[config.mk]
export PLATFORM = sky130hd
export DESIGN_NAME = dual_serial_channel_controller_unit
export DESIGN_NICKNAME = d
export VERILOG_FILES = /design/src/hdl/dscc_pkg.sv /design/src/hdl/dscc_ram.sv /design/src/hdl/dscc_ctrl.sv /design/src/hdl/dual_serial_channel_controller_unit.sv
export VERILOG_INCLUDE_DIRS = /design/src /design/src/hdl
export SDC_FILE = /design/constraint.sdc
export NUM_CORES = 1
export LEC_CHECK = 0
export BUFFER_PORTS_ARGS = -buffer_cell sky130_fd_sc_hd__buf_2
export CAP_MARGIN = 0
export CORE_MARGIN = 3
export CORE_UTILIZATION = 45
export CTS_BUF_LIST = sky130_fd_sc_hd__clkbuf_4 sky130_fd_sc_hd__clkbuf_8
export DETAILED_ROUTE_END_ITERATION = 12
export PLACE_DENSITY = 0.64
export REMOVE_ABC_BUFFERS = 1
export SYNTH_ARGS = -nofsm -noshare
export SYNTH_HDL_FRONTEND = slang
export SYNTH_SLANG_ARGS = --single-unit
[constraint.sdc]
create_clock -name clk -period 7.3 [get_ports clk]
set_clock_uncertainty 0.15 [all_clocks]
set_input_delay 1.46 -clock clk [delete_from_list [all_inputs] [get_ports clk]]
set_output_delay 1.46 -clock clk [all_outputs]
set_load 0.02 [all_outputs]
[src/hdl/dual_serial_channel_controller_unit_assert.svh]
// Assertion macros for the dual serial channel controller.
// Used by the top level; depends on clk and rst_n being in scope.
`ifndef DUAL_SERIAL_CHANNEL_CONTROLLER_UNIT_ASSERT_SVH
`define DUAL_SERIAL_CHANNEL_CONTROLLER_UNIT_ASSERT_SVH
`ifndef SYNTHESIS
`define DSCC_ASSERT(lbl, prop) \
    lbl: assert property (@(posedge clk) disable iff (!rst_n) prop) \
        else $error("dscc assertion failed");
`define DSCC_NEVER(lbl, expr) \
    lbl: assert property (@(posedge clk) disable iff (!rst_n) !(expr)) \
        else $error("dscc forbidden condition");
`else
`define DSCC_ASSERT(lbl, prop)
`define DSCC_NEVER(lbl, expr)
`endif
`endif

[src/hdl/dscc_pkg.sv]
// Package for the dual serial channel controller: codes, constants, types.
// No dependencies.
package dscc_pkg;

    localparam int DSCC_FIFO_DEPTH = 16;

    typedef enum logic [1:0] {
        CMD_WRITE = 2'd0,
        CMD_READ  = 2'd1,
        CMD_RECV  = 2'd2,
        CMD_TICK  = 2'd3
    } cmd_t;

    localparam logic REG_TX_DELAY = 1'b0;
    localparam logic REG_RX_DELAY = 1'b1;

    localparam logic [2:0] PTR_RR0 = 3'd0;
    localparam logic [2:0] PTR_RR1 = 3'd1;
    localparam logic [2:0] PTR_RR2 = 3'd2;
    localparam logic [2:0] PTR_MASK = 3'd7;

    localparam logic [7:0] VEC_BASE_MASK = 8'hfe;
    localparam logic [7:0] VEC_HI_MASK   = 8'hf0;
    localparam logic [7:0] RX_IE_MASK    = 8'h18;
    localparam logic [7:0] RR0_RX_AVAIL  = 8'h01;
    localparam logic [7:0] RR0_TX_EMPTY  = 8'h04;
    localparam logic [7:0] RR_UNUSED     = 8'hff;
    localparam logic [7:0] VEC_TX_A      = 8'h08;
    localparam logic [7:0] VEC_TX_B      = 8'h00;
    localparam logic [7:0] VEC_RX_A      = 8'h0c;
    localparam logic [7:0] VEC_RX_B      = 8'h04;

    // Bits of write register 1
    localparam int WR1_TX_IE  = 1;
    localparam int WR1_VEC_LO = 2;

    typedef struct packed {
        logic       rd_pop;
        logic [7:0] rd_const;
        logic [1:0] txv;
        logic       pulse;
        logic [1:0] xfer;
    } res_t;

endpackage

[src/hdl/dscc_ram.sv]
// Generic single-port-write, single-port-read RAM with registered read.
// No dependencies.
module dscc_ram #(
    parameter int WIDTH = 8,
    parameter int DEPTH = 16
) (
    input  logic                     clk,
    input  logic                     we,
    input  logic [$clog2(DEPTH)-1:0] waddr,
    input  logic [WIDTH-1:0]         wdata,
    input  logic                     re,
    input  logic [$clog2(DEPTH)-1:0] raddr,
    output logic [WIDTH-1:0]         rdata
);
    logic [WIDTH-1:0] mem [DEPTH];

    always_ff @(posedge clk)
    begin
        if (we)
        begin
            mem[waddr] <= wdata;
        end
        if (re)
        begin
            rdata <= mem[raddr];
        end
    end
endmodule

[src/hdl/dscc_ctrl.sv]
// Front stage: pointers, write registers, FIFO heads and counts, timers, vector.
// Depends on dscc_pkg; drives the FIFO RAM addresses and the per-word result flags.
module dscc_ctrl #(
    parameter int FIFO_DEPTH = dscc_pkg::DSCC_FIFO_DEPTH,
    parameter int SW = $clog2(FIFO_DEPTH)
) (
    input  logic                 clk,
    input  logic                 rst_n,
    input  logic                 cfg_write,
    input  logic                 cfg_index,
    input  logic [15:0]          cfg_data,
    input  logic                 fire,
    input  logic [1:0]           command,
    input  logic                 channel,
    input  logic                 control_select,
    input  logic [7:0]           data_in,
    output logic [1:0][SW-1:0]   tx_head,
    output logic [1:0][SW-1:0]   stg_head,
    output logic [1:0][SW-1:0]   rx_head,
    output logic [SW-1:0]        push_slot,
    output logic [1:0]           tx_we,
    output logic [1:0]           stg_we,
    output logic [1:0][SW-1:0]   rx_wslot,
    output dscc_pkg::res_t       res
);
    import dscc_pkg::*;

    localparam int CW = $clog2(FIFO_DEPTH + 1);
    localparam logic [CW-1:0] CNT_ONE = CW'(1);
    localparam logic [CW-1:0] CNT_FULL = CW'(FIFO_DEPTH);

    logic [15:0] tx_delay_reg, rx_delay_reg;
    logic [15:0] tx_delay_eff, rx_delay_eff;

    logic [1:0][2:0]    ptr_reg, ptr_next;
    logic [1:0][7:0]    wr1_reg, wr1_next;
    logic [7:0]         vbase_reg, vbase_next;
    logic [7:0]         vec_reg, vec_next;
    logic [1:0][SW-1:0] txh_reg, txh_next, rxh_reg, rxh_next, sgh_reg, sgh_next;
    logic [1:0][CW-1:0] txc_reg, txc_next, rxc_reg, rxc_next, sgc_reg, sgc_next;
    logic [3:0][15:0]   cd_reg, cd_next;
    logic [3:0]         arm_reg, arm_next;
    logic [2:0]         p;

    function automatic logic [SW-1:0] slot_of(input logic [SW-1:0] h, input logic [CW-1:0] n);
        logic [SW:0] s;
        s = {1'b0, h} + (SW+1)'(n);
        if (s >= (SW+1)'(FIFO_DEPTH))
        begin
            s = s - (SW+1)'(FIFO_DEPTH);
        end
        return s[SW-1:0];
    endfunction

    function automatic logic [SW-1:0] inc(input logic [SW-1:0] h);
        return (h == SW'(FIFO_DEPTH - 1)) ? '0 : h + SW'(1);
    endfunction

    function automatic logic [7:0] vec_of(input logic [7:0] base, input logic [7:0] wr1,
                                          input logic [7:0] lo);
        logic [7:0] v;
        v = base & VEC_BASE_MASK;
        if (wr1[WR1_VEC_LO])
        begin
            v = (v & VEC_HI_MASK) | lo;
        end
        return v;
    endfunction

    assign tx_delay_eff = (tx_delay_reg == '0) ? 16'd1 : tx_delay_reg;
    assign rx_delay_eff = (rx_delay_reg == '0) ? 16'd1 : rx_delay_reg;
    assign tx_head  = txh_reg;
    assign stg_head = sgh_reg;
    assign rx_head  = rxh_reg;
    assign p        = ptr_reg[channel] & PTR_MASK;

    always_ff @(posedge clk or negedge rst_n)
    begin
        if (!rst_n)
        begin
            tx_delay_reg <= 16'd1;
            rx_delay_reg <= 16'd1;
        end
        else if (cfg_write)
        begin
            unique case (cfg_index)
                REG_TX_DELAY: tx_delay_reg <= cfg_data;
                REG_RX_DELAY: rx_delay_reg <= cfg_data;
                default: ;
            endcase
        end
    end

    always_comb
    begin
        ptr_next  = ptr_reg;
        wr1_next  = wr1_reg;
        vbase_next = vbase_reg;
        vec_next  = vec_reg;
        txh_next  = txh_reg;
        rxh_next  = rxh_reg;
        sgh_next  = sgh_reg;
        txc_next  = txc_reg;
        rxc_next  = rxc_reg;
        sgc_next  = sgc_reg;
        cd_next   = cd_reg;
        arm_next  = arm_reg;
        res       = '0;
        tx_we     = '0;
        stg_we    = '0;
        rx_wslot  = '0;
        push_slot = '0;
        if (fire)
        begin
            unique case (cmd_t'(command))
                CMD_WRITE:
                begin
                    if (!control_select)
                    begin
                        push_slot = slot_of(txh_reg[channel], txc_reg[channel]);
                        if (txc_reg[channel] != CNT_FULL)
                        begin
                            tx_we[channel]    = 1'b1;
                            txc_next[channel] = txc_reg[channel] + CNT_ONE;
                        end
                        if (!arm_reg[channel])
                        begin
                            arm_next[channel] = 1'b1;
                            cd_next[channel]  = tx_delay_eff;
                        end
                    end
                    else
                    begin
                        if (p == PTR_RR1)
                        begin
                            wr1_next[channel] = data_in;
                        end
                        if (p == PTR_RR2 && channel)
                        begin
                            vbase_next = data_in;
                        end
                        ptr_next[channel] = (p == PTR_RR0) ? (data_in[2:0] & PTR_MASK) : PTR_RR0;
                    end
                end
                CMD_READ:
                begin
                    if (!control_select)
                    begin
                        if (rxc_reg[channel] != '0)
                        begin
                            res.rd_pop        = 1'b1;
                            rxh_next[channel] = inc(rxh_reg[channel]);
                            rxc_next[channel] = rxc_reg[channel] - CNT_ONE;
                        end
                    end
                    else
                    begin
                        unique case (p)
                            PTR_RR0:
                            begin
                                res.rd_const = ((rxc_reg[channel] != '0) ? RR0_RX_AVAIL : 8'h00)
                                             | ((txc_reg[channel] == '0) ? RR0_TX_EMPTY : 8'h00);
                            end
                            PTR_RR1: res.rd_const = (txc_reg[channel] == '0) ? 8'h01 : 8'h00;
                            PTR_RR2: res.rd_const = vec_reg;
                            default: res.rd_const = RR_UNUSED;
                        endcase
                        if (p != PTR_RR0)
                        begin
                            ptr_next[channel] = PTR_RR0;
                        end
                    end
                end
                CMD_RECV:
                begin
                    push_slot = slot_of(sgh_reg[channel], sgc_reg[channel]);
                    if (sgc_reg[channel] != CNT_FULL)
                    begin
                        stg_we[channel]   = 1'b1;
                        sgc_next[channel] = sgc_reg[channel] + CNT_ONE;
                    end
                    if (!arm_reg[2 + int'(channel)])
                    begin
                        arm_next[2 + int'(channel)] = 1'b1;
                        cd_next[2 + int'(channel)]  = rx_delay_eff;
                    end
                end
                CMD_TICK:
                begin
                    // transmit timers, A then B
                    for (int c = 0; c < 2; c++)
                    begin
                        if (arm_reg[c])
                        begin
                            if (cd_reg[c] > 16'd1)
                            begin
                                cd_next[c] = cd_reg[c] - 16'd1;
                            end
                            else
                            begin
                                arm_next[c] = 1'b0;
                                cd_next[c]  = '0;
                                if (txc_reg[c] != '0)
                                begin
                                    res.txv[c]  = 1'b1;
                                    txh_next[c] = inc(txh_reg[c]);
                                    txc_next[c] = txc_reg[c] - CNT_ONE;
                                end
                                if (wr1_reg[c][WR1_TX_IE])
                                begin
                                    vec_next  = vec_of(vbase_reg, wr1_reg[c],
                                                       (c == 0) ? VEC_TX_A : VEC_TX_B);
                                    res.pulse = 1'b1;
                                end
                                if (txc_next[c] != '0)
                                begin
                                    arm_next[c] = 1'b1;
                                    cd_next[c]  = tx_delay_eff;
                                end
                            end
                        end
                    end
                    // receive timers, A then B
                    for (int c = 0; c < 2; c++)
                    begin
                        if (arm_reg[2 + c])
                        begin
                            if (cd_reg[2 + c] > 16'd1)
                            begin
                                cd_next[2 + c] = cd_reg[2 + c] - 16'd1;
                            end
                            else
                            begin
                                arm_next[2 + c] = 1'b0;
                                cd_next[2 + c]  = '0;
                                if (sgc_reg[c] != '0)
                                begin
                                    sgh_next[c] = inc(sgh_reg[c]);
                                    sgc_next[c] = sgc_reg[c] - CNT_ONE;
                                    if (rxc_reg[c] != CNT_FULL)
                                    begin
                                        res.xfer[c] = 1'b1;
                                        rx_wslot[c] = slot_of(rxh_reg[c], rxc_reg[c]);
                                        rxc_next[c] = rxc_reg[c] + CNT_ONE;
                                    end
                                    if ((wr1_reg[c] & RX_IE_MASK) != 8'h00)
                                    begin
                                        vec_next  = vec_of(vbase_reg, wr1_reg[c],
                                                           (c == 0) ? VEC_RX_A : VEC_RX_B);
                                        res.pulse = 1'b1;
                                    end
                                end
                                if (sgc_next[c] != '0)
                                begin
                                    arm_next[2 + c] = 1'b1;
                                    cd_next[2 + c]  = rx_delay_eff;
                                end
                            end
                        end
                    end
                end
                default: ;
            endcase
        end
    end

    always_ff @(posedge clk or negedge rst_n)
    begin
        if (!rst_n)
        begin
            ptr_reg   <= '0;
            wr1_reg   <= '0;
            vbase_reg <= '0;
            vec_reg   <= '0;
            txh_reg   <= '0;
            rxh_reg   <= '0;
            sgh_reg   <= '0;
            txc_reg   <= '0;
            rxc_reg   <= '0;
            sgc_reg   <= '0;
            cd_reg    <= '0;
            arm_reg   <= '0;
        end
        else
        begin
            ptr_reg   <= ptr_next;
            wr1_reg   <= wr1_next;
            vbase_reg <= vbase_next;
            vec_reg   <= vec_next;
            txh_reg   <= txh_next;
            rxh_reg   <= rxh_next;
            sgh_reg   <= sgh_next;
            txc_reg   <= txc_next;
            rxc_reg   <= rxc_next;
            sgc_reg   <= sgc_next;
            cd_reg    <= cd_next;
            arm_reg   <= arm_next;
        end
    end
endmodule

[src/hdl/dual_serial_channel_controller_unit.sv]
// Top level of the dual serial channel controller.
// Depends on dscc_pkg, dscc_ctrl, dscc_ram and the assertion header.
//
// Usage:
//   Input words (item_valid/item_ready) carry a command: bus write, bus read,
//   received serial byte, or one time tick, with channel, control_select and
//   data_in. Every input word yields exactly one result word
//   (result_valid/result_ready): read data, per-channel transmit bytes and
//   an interrupt pulse.
//   Configuration (cfg_write, cfg_index, cfg_data) sets the transmit and
//   receive delays in ticks; write it only while no word is in flight.
// Timing:
//   One word per cycle sustained while results are taken. A result appears in
//   the cycle after its input word is taken, the registered FIFO RAM read.
//   A tick moving a staged byte writes the receive RAM in the result cycle;
//   a bus pop of that same slot in the next word is forwarded.
// Reset:
//   rst_n clears pointers, registers, FIFO counts, timers and the vector;
//   delays return to one tick. RAM contents are not cleared.
// Stall:
//   While a result waits, item_ready follows result_ready, so the single
//   result register holds and nothing is lost.
module dual_serial_channel_controller_unit #(
    parameter int FIFO_DEPTH = dscc_pkg::DSCC_FIFO_DEPTH
) (
    input  logic        clk,
    input  logic        rst_n,
    input  logic        cfg_write,
    input  logic        cfg_index,
    input  logic [15:0] cfg_data,
    input  logic        item_valid,
    output logic        item_ready,
    input  logic [1:0]  command,
    input  logic        channel,
    input  logic        control_select,
    input  logic [7:0]  data_in,
    output logic        result_valid,
    input  logic        result_ready,
    output logic [7:0]  read_data,
    output logic        tx_a_valid,
    output logic [7:0]  tx_a_byte,
    output logic        tx_b_valid,
    output logic [7:0]  tx_b_byte,
    output logic        interrupt_pulse
);
    import dscc_pkg::*;

    `include "dual_serial_channel_controller_unit_assert.svh"

    localparam int SW = $clog2(FIFO_DEPTH);

    logic               item_fire;
    logic [1:0][SW-1:0] tx_head, stg_head, rx_head, rx_wslot;
    logic [SW-1:0]      push_slot;
    logic [1:0]         tx_we, stg_we, rx_we;
    res_t               res;
    logic [1:0][7:0]    tx_rdata, stg_rdata, rx_rdata;

    // result stage
    logic               s1_valid_reg, s1_new_reg;
    res_t               s1_res_reg;
    logic [1:0][SW-1:0] s1_wslot_reg;
    logic               s1_ch_reg;
    logic               s1_fwd_reg, fwd_hit;
    logic [7:0]         s1_fwd_data_reg;

    assign item_ready = !s1_valid_reg || result_ready;
    assign item_fire  = item_valid && item_ready;

    dscc_ctrl #(
        .FIFO_DEPTH (FIFO_DEPTH),
        .SW         (SW)
    ) u_ctrl (
        .clk            (clk),
        .rst_n          (rst_n),
        .cfg_write      (cfg_write),
        .cfg_index      (cfg_index),
        .cfg_data       (cfg_data),
        .fire           (item_fire),
        .command        (command),
        .channel        (channel),
        .control_select (control_select),
        .data_in        (data_in),
        .tx_head        (tx_head),
        .stg_head       (stg_head),
        .rx_head        (rx_head),
        .push_slot      (push_slot),
        .tx_we          (tx_we),
        .stg_we         (stg_we),
        .rx_wslot       (rx_wslot),
        .res            (res)
    );

    // Staged-to-receive moves land in the receive RAM during the first
    // cycle of the result stage, using the staging read data.
    for (genvar c = 0; c < 2; c++)
    begin : g_chan
        assign rx_we[c] = s1_valid_reg && s1_new_reg && s1_res_reg.xfer[c];

        dscc_ram #(.WIDTH(8), .DEPTH(FIFO_DEPTH)) u_tx_ram (
            .clk   (clk),
            .we    (tx_we[c]),
            .waddr (push_slot),
            .wdata (data_in),
            .re    (item_fire),
            .raddr (tx_head[c]),
            .rdata (tx_rdata[c])
        );

        dscc_ram #(.WIDTH(8), .DEPTH(FIFO_DEPTH)) u_stg_ram (
            .clk   (clk),
            .we    (stg_we[c]),
            .waddr (push_slot),
            .wdata (data_in),
            .re    (item_fire),
            .raddr (stg_head[c]),
            .rdata (stg_rdata[c])
        );

        dscc_ram #(.WIDTH(8), .DEPTH(FIFO_DEPTH)) u_rx_ram (
            .clk   (clk),
            .we    (rx_we[c]),
            .waddr (s1_wslot_reg[c]),
            .wdata (stg_rdata[c]),
            .re    (item_fire),
            .raddr (rx_head[c]),
            .rdata (rx_rdata[c])
        );
    end

    // pop reads the slot being written this very cycle
    assign fwd_hit = res.rd_pop && rx_we[channel] && (s1_wslot_reg[channel] == rx_head[channel]);

    always_ff @(posedge clk or negedge rst_n)
    begin
        if (!rst_n)
        begin
            s1_valid_reg <= 1'b0;
            s1_new_reg   <= 1'b0;
        end
        else
        begin
            s1_new_reg <= item_fire;
            if (item_fire)
            begin
                s1_valid_reg <= 1'b1;
            end
            else if (result_ready)
            begin
                s1_valid_reg <= 1'b0;
            end
        end
    end

    always_ff @(posedge clk)
    begin
        if (item_fire)
        begin
            s1_res_reg      <= res;
            s1_wslot_reg    <= rx_wslot;
            s1_ch_reg       <= channel;
            s1_fwd_reg      <= fwd_hit;
            s1_fwd_data_reg <= stg_rdata[channel];
        end
    end

    assign result_valid    = s1_valid_reg;
    assign read_data       = s1_res_reg.rd_pop
                           ? (s1_fwd_reg ? s1_fwd_data_reg : rx_rdata[s1_ch_reg])
                           : s1_res_reg.rd_const;
    assign tx_a_valid      = s1_res_reg.txv[0];
    assign tx_a_byte       = s1_res_reg.txv[0] ? tx_rdata[0] : 8'h00;
    assign tx_b_valid      = s1_res_reg.txv[1];
    assign tx_b_byte       = s1_res_reg.txv[1] ? tx_rdata[1] : 8'h00;
    assign interrupt_pulse = s1_res_reg.pulse;

    `DSCC_ASSERT(a_rx_write_once, (rx_we != 2'b00) |-> $past(item_fire))
    `DSCC_ASSERT(a_fwd_only_pop, (s1_valid_reg && s1_fwd_reg) |-> s1_res_reg.rd_pop)
    `DSCC_NEVER(a_stall_blocks, s1_valid_reg && !result_ready && item_ready)
endmodule

==> run summary <==
drt total wl - 111 mm
hold-critical path endpoint - u_ctrl.vec_reg[5]
iteration count of the initial detailed-routing pass - 5
number of nets in the final layout - 3,065
EDFF count, synth - 848
worst hold path stage count - 1
min-delay worst type - reg -> reg
post-CTS setup buffer count - 0
CP Max Fanout - 54
type of element capturing the critical path - flip-flop
setup tns final - 0 ns
Least-Margin Pin Slew - 1.19 ns
TritonCTS clock tree - yes
CTS-repair resized insts - 0
kind of launch point of the worst setup path - flip-flop
final number of max-transition violations - 0
fin worst setup slack - 2.29 ns
count of boundary I/O pins - 63
antenna-violating nets left - 0
Fillers - 7,953
cell accounting for the most synthesized area - sky130_fd_sc_hd__edfxtp_1
Die X-Extent - 321 um
cell with the most instances after synthesis - sky130_fd_sc_hd__edfxtp_1
core area - 0.0974 mm2
Finish-stage setup viols - 0
top area cells in the synthesized netlist - sky130_fd_sc_hd__edfxtp_1 (57%), sky130_fd_sc_hd__dfrtp_1 (10%), sky130_fd_sc_hd__mux4_2 (8.5%)
Crit Path Class - reg -> reg
fraction of synthesized cell area taken by the top area cell type - 0.571
initial core utilization - 0.458
instance area after placement - 0.0463 mm2
area of all placed cells without fillers - 0.0497 mm2
post-route minimum period - 5.01 ns
Pwr Density - 304 mW/mm2
Clock Pin Slew Worst Setup and Hold Paths - 0.06 ns
hold path startpoint - u_ctrl.vbase_reg[5]
GRT Overall Usage - 0.217
Arrival @ worst endpoint - 5.30 ns
die area - 0.103 mm2
number of clock buffers inserted by TritonCTS - 166
worst slack after detailed placement - 1.47 ns
final-report hold violation count - 0
DIE HEIGHT - 321 um
sequential share of the synthesized area - 0.675
top cells by count, synth - sky130_fd_sc_hd__edfxtp_1 (848), sky130_fd_sc_hd__nor2_1 (190), sky130_fd_sc_hd__dfrtp_1 (183)
initial antenna violation count - 5
run status - complete, no violations
area overhead of the layout relative to synthesis - 11.6%
HPWL after detailed placement - 70.5 mm
Netlist Area Pre-Place - 0.0446 mm2
reg2reg start - u_ctrl.tx_head[4]
number of global-route vias before repair - 26,900
average vias per placed instance - 6.02
count of cells along the worst register-to-register path - 10
maximum clock path buffer count - 3
Primary FF master, synth - sky130_fd_sc_hd__edfxtp_1
total congestion overflow - 0
Synthesis Warnings - 0
DRC violations left - 0
Final GP Congestion - 0.870
Critical Path RT - 7.59 ns
cell at the root of the clock tree - sky130_fd_sc_hd__clkbuf_8
level count of the clock H-tree - 4
area occupied by registers - 0.0301 mm2
Avg Synthesized Cell Area - 15.6 um2
layout cells sized above 1 - 0.223
power after layout - 0.0151 W
post-route fraction of the period consumed by the critical path - 0.686
gate count of the mapped netlist - 2,857
registers with the most flip-flops - g_chan.u_rx_ram.mem x256, g_chan.u_stg_ram.mem x256, g_chan.u_tx_ram.mem x256
total of flip-flops plus latches after synthesis - 1,033
Skew-Pair Late Insertion Delay - 0.85 ns
unrepaired setup endpoints after global routing - no
Sink Count - 1,033
maximum clock rate - 200 MHz
slew margin rel. - 0.198
LEAKAGE - 16.7 nW
register-to-register path setup slack - 2.29 ns
number of distinct library cells after synthesis - 89
std cell rows - 114
vias - 26,500
end of the worst register-to-register path - g_chan[1].u_stg_ram.mem[1][4]
Multi-input gate area - 0.0137 mm2
wire length of the first global-routing pass - 170 mm
number of maximum-capacitance violations - 0
worst voltage drop across the vdd grid - 0.176 mV
origin of the worst setup path - u_ctrl.tx_head[4]
largest net degree at the start of global routing - 78
number of buffers inserted by hold repair at cts - 0
post-synthesis async set-or-reset flop share - 0.179
mean routed wirelength per cell - 25.2 um
Port Buffers - 62
initial drt markers - 2,933
-- where the power goes --
group / internal (W) / total (W) / switching, W
combinational: 0.00125 / 0.00272 / 0.00147
clock: 0.00269 / 0.00506 / 0.00237
sequential: 0.00675 / 0.00732 / 0.000570
total: 0.0107 / 0.0151 / 0.00442
-- worst max-delay path: stages (launching register included) --
cell                      delay, ns
sky130_fd_sc_hd__dfrtp_2       0.34
sky130_fd_sc_hd__buf_4         0.66
sky130_fd_sc_hd__mux2_2        0.31
sky130_fd_sc_hd__ha_1          0.18
sky130_fd_sc_hd__inv_1         0.07
sky130_fd_sc_hd__fa_1          0.53
sky130_fd_sc_hd__nor3_1        0.05
sky130_fd_sc_hd__o21ai_0       0.36
sky130_fd_sc_hd__nand3_1       0.37
sky130_fd_sc_hd__or3_1         0.63
sky130_fd_sc_hd__nor3b_1       0.92
-- cell type report --
type	instances	area share
clock inverter	77	0.0124
inverter	51	0.00390
antenna	6	0.000302
sequential	1033	0.605
multi-input combinational	1627	0.276
tap	1276	0.0321
clock buffer	229	0.0563
timing repair buffer	110	0.0139
-- how the worst max path moves through the flow --
| stage | end | cells past startpoint |
|---|---|---|
| after floorplan | g_chan[0].u_stg_ram.mem[9][0] | 5 |
| after global routing | g_chan[1].u_stg_ram.mem[1][4] | 10 |
| after global placement | g_chan[1].u_stg_ram.mem[1][1] | 11 |
| after detailed placement | g_chan[1].u_stg_ram.mem[1][1] | 11 |
| final | g_chan[1].u_stg_ram.mem[1][4] | 10 |
| after CTS | g_chan[1].u_stg_ram.mem[1][4] | 10 |
-- metrics by stage --
step / instances / util / hold WS (ns)
floorplan: 2711 / - / 0.309
global placement: 4097 / 0.475 / 0.335
detailed placement: 4097 / 0.475 / 0.346
CTS: 4403 / 0.510 / 0.330
global route: 4405 / 0.510 / 0.349
finish: 4409 / 0.511 / 0.331
-- layer usage --
| layer | vias up | global-route usage | wire, um |
|---|---|---|---|
| met5 | - | 0 | 11 |
| li1 | 11600 | - | - |
| met4 | 2 | 0.0588 | 2200 |
| met3 | 176 | 0.0400 | 7700 |
| met1 | 13600 | 0.312 | 47900 |
| met2 | 1095 | 0.344 | 53100 |
-- placed cells by master, fill, tap and decap left out, drive strengths merged, types with 26 or more instances in the layout --
cell type  Yosys  final
edfxtp       848    848
clkbuf       113    230
nor2         192    192
dfrtp        183    183
mux4         168    168
nand2        158    158
o21ai        138    138
mux2i        113    113
mux2         109    109
buf           33    109
a21oi         96     96
nor3          69     69
clkinv         0     63
inv           51     61
a22oi         52     52
xnor2         44     44
nor4          41     41
ha            38     38
a221o         34     34
nand3         30     30
or3           30     30
a221oi        26     26
and2          26     26
-- cells by family after synthesis --
kind of cell / Yosys count / synth area share
and+or+nand+nor: 665 / 0.0753
AOI/OAI and AO/OA: 474 / 0.0711
muxes: 390 / 0.138
buffers and inverters: 197 / 0.0172
DFF: 1033 / 0.675
xor gates and xnor gates: 56 / 0.0110
adders and majority gates: 42 / 0.0125
Power figures use the tool's default switching activity.
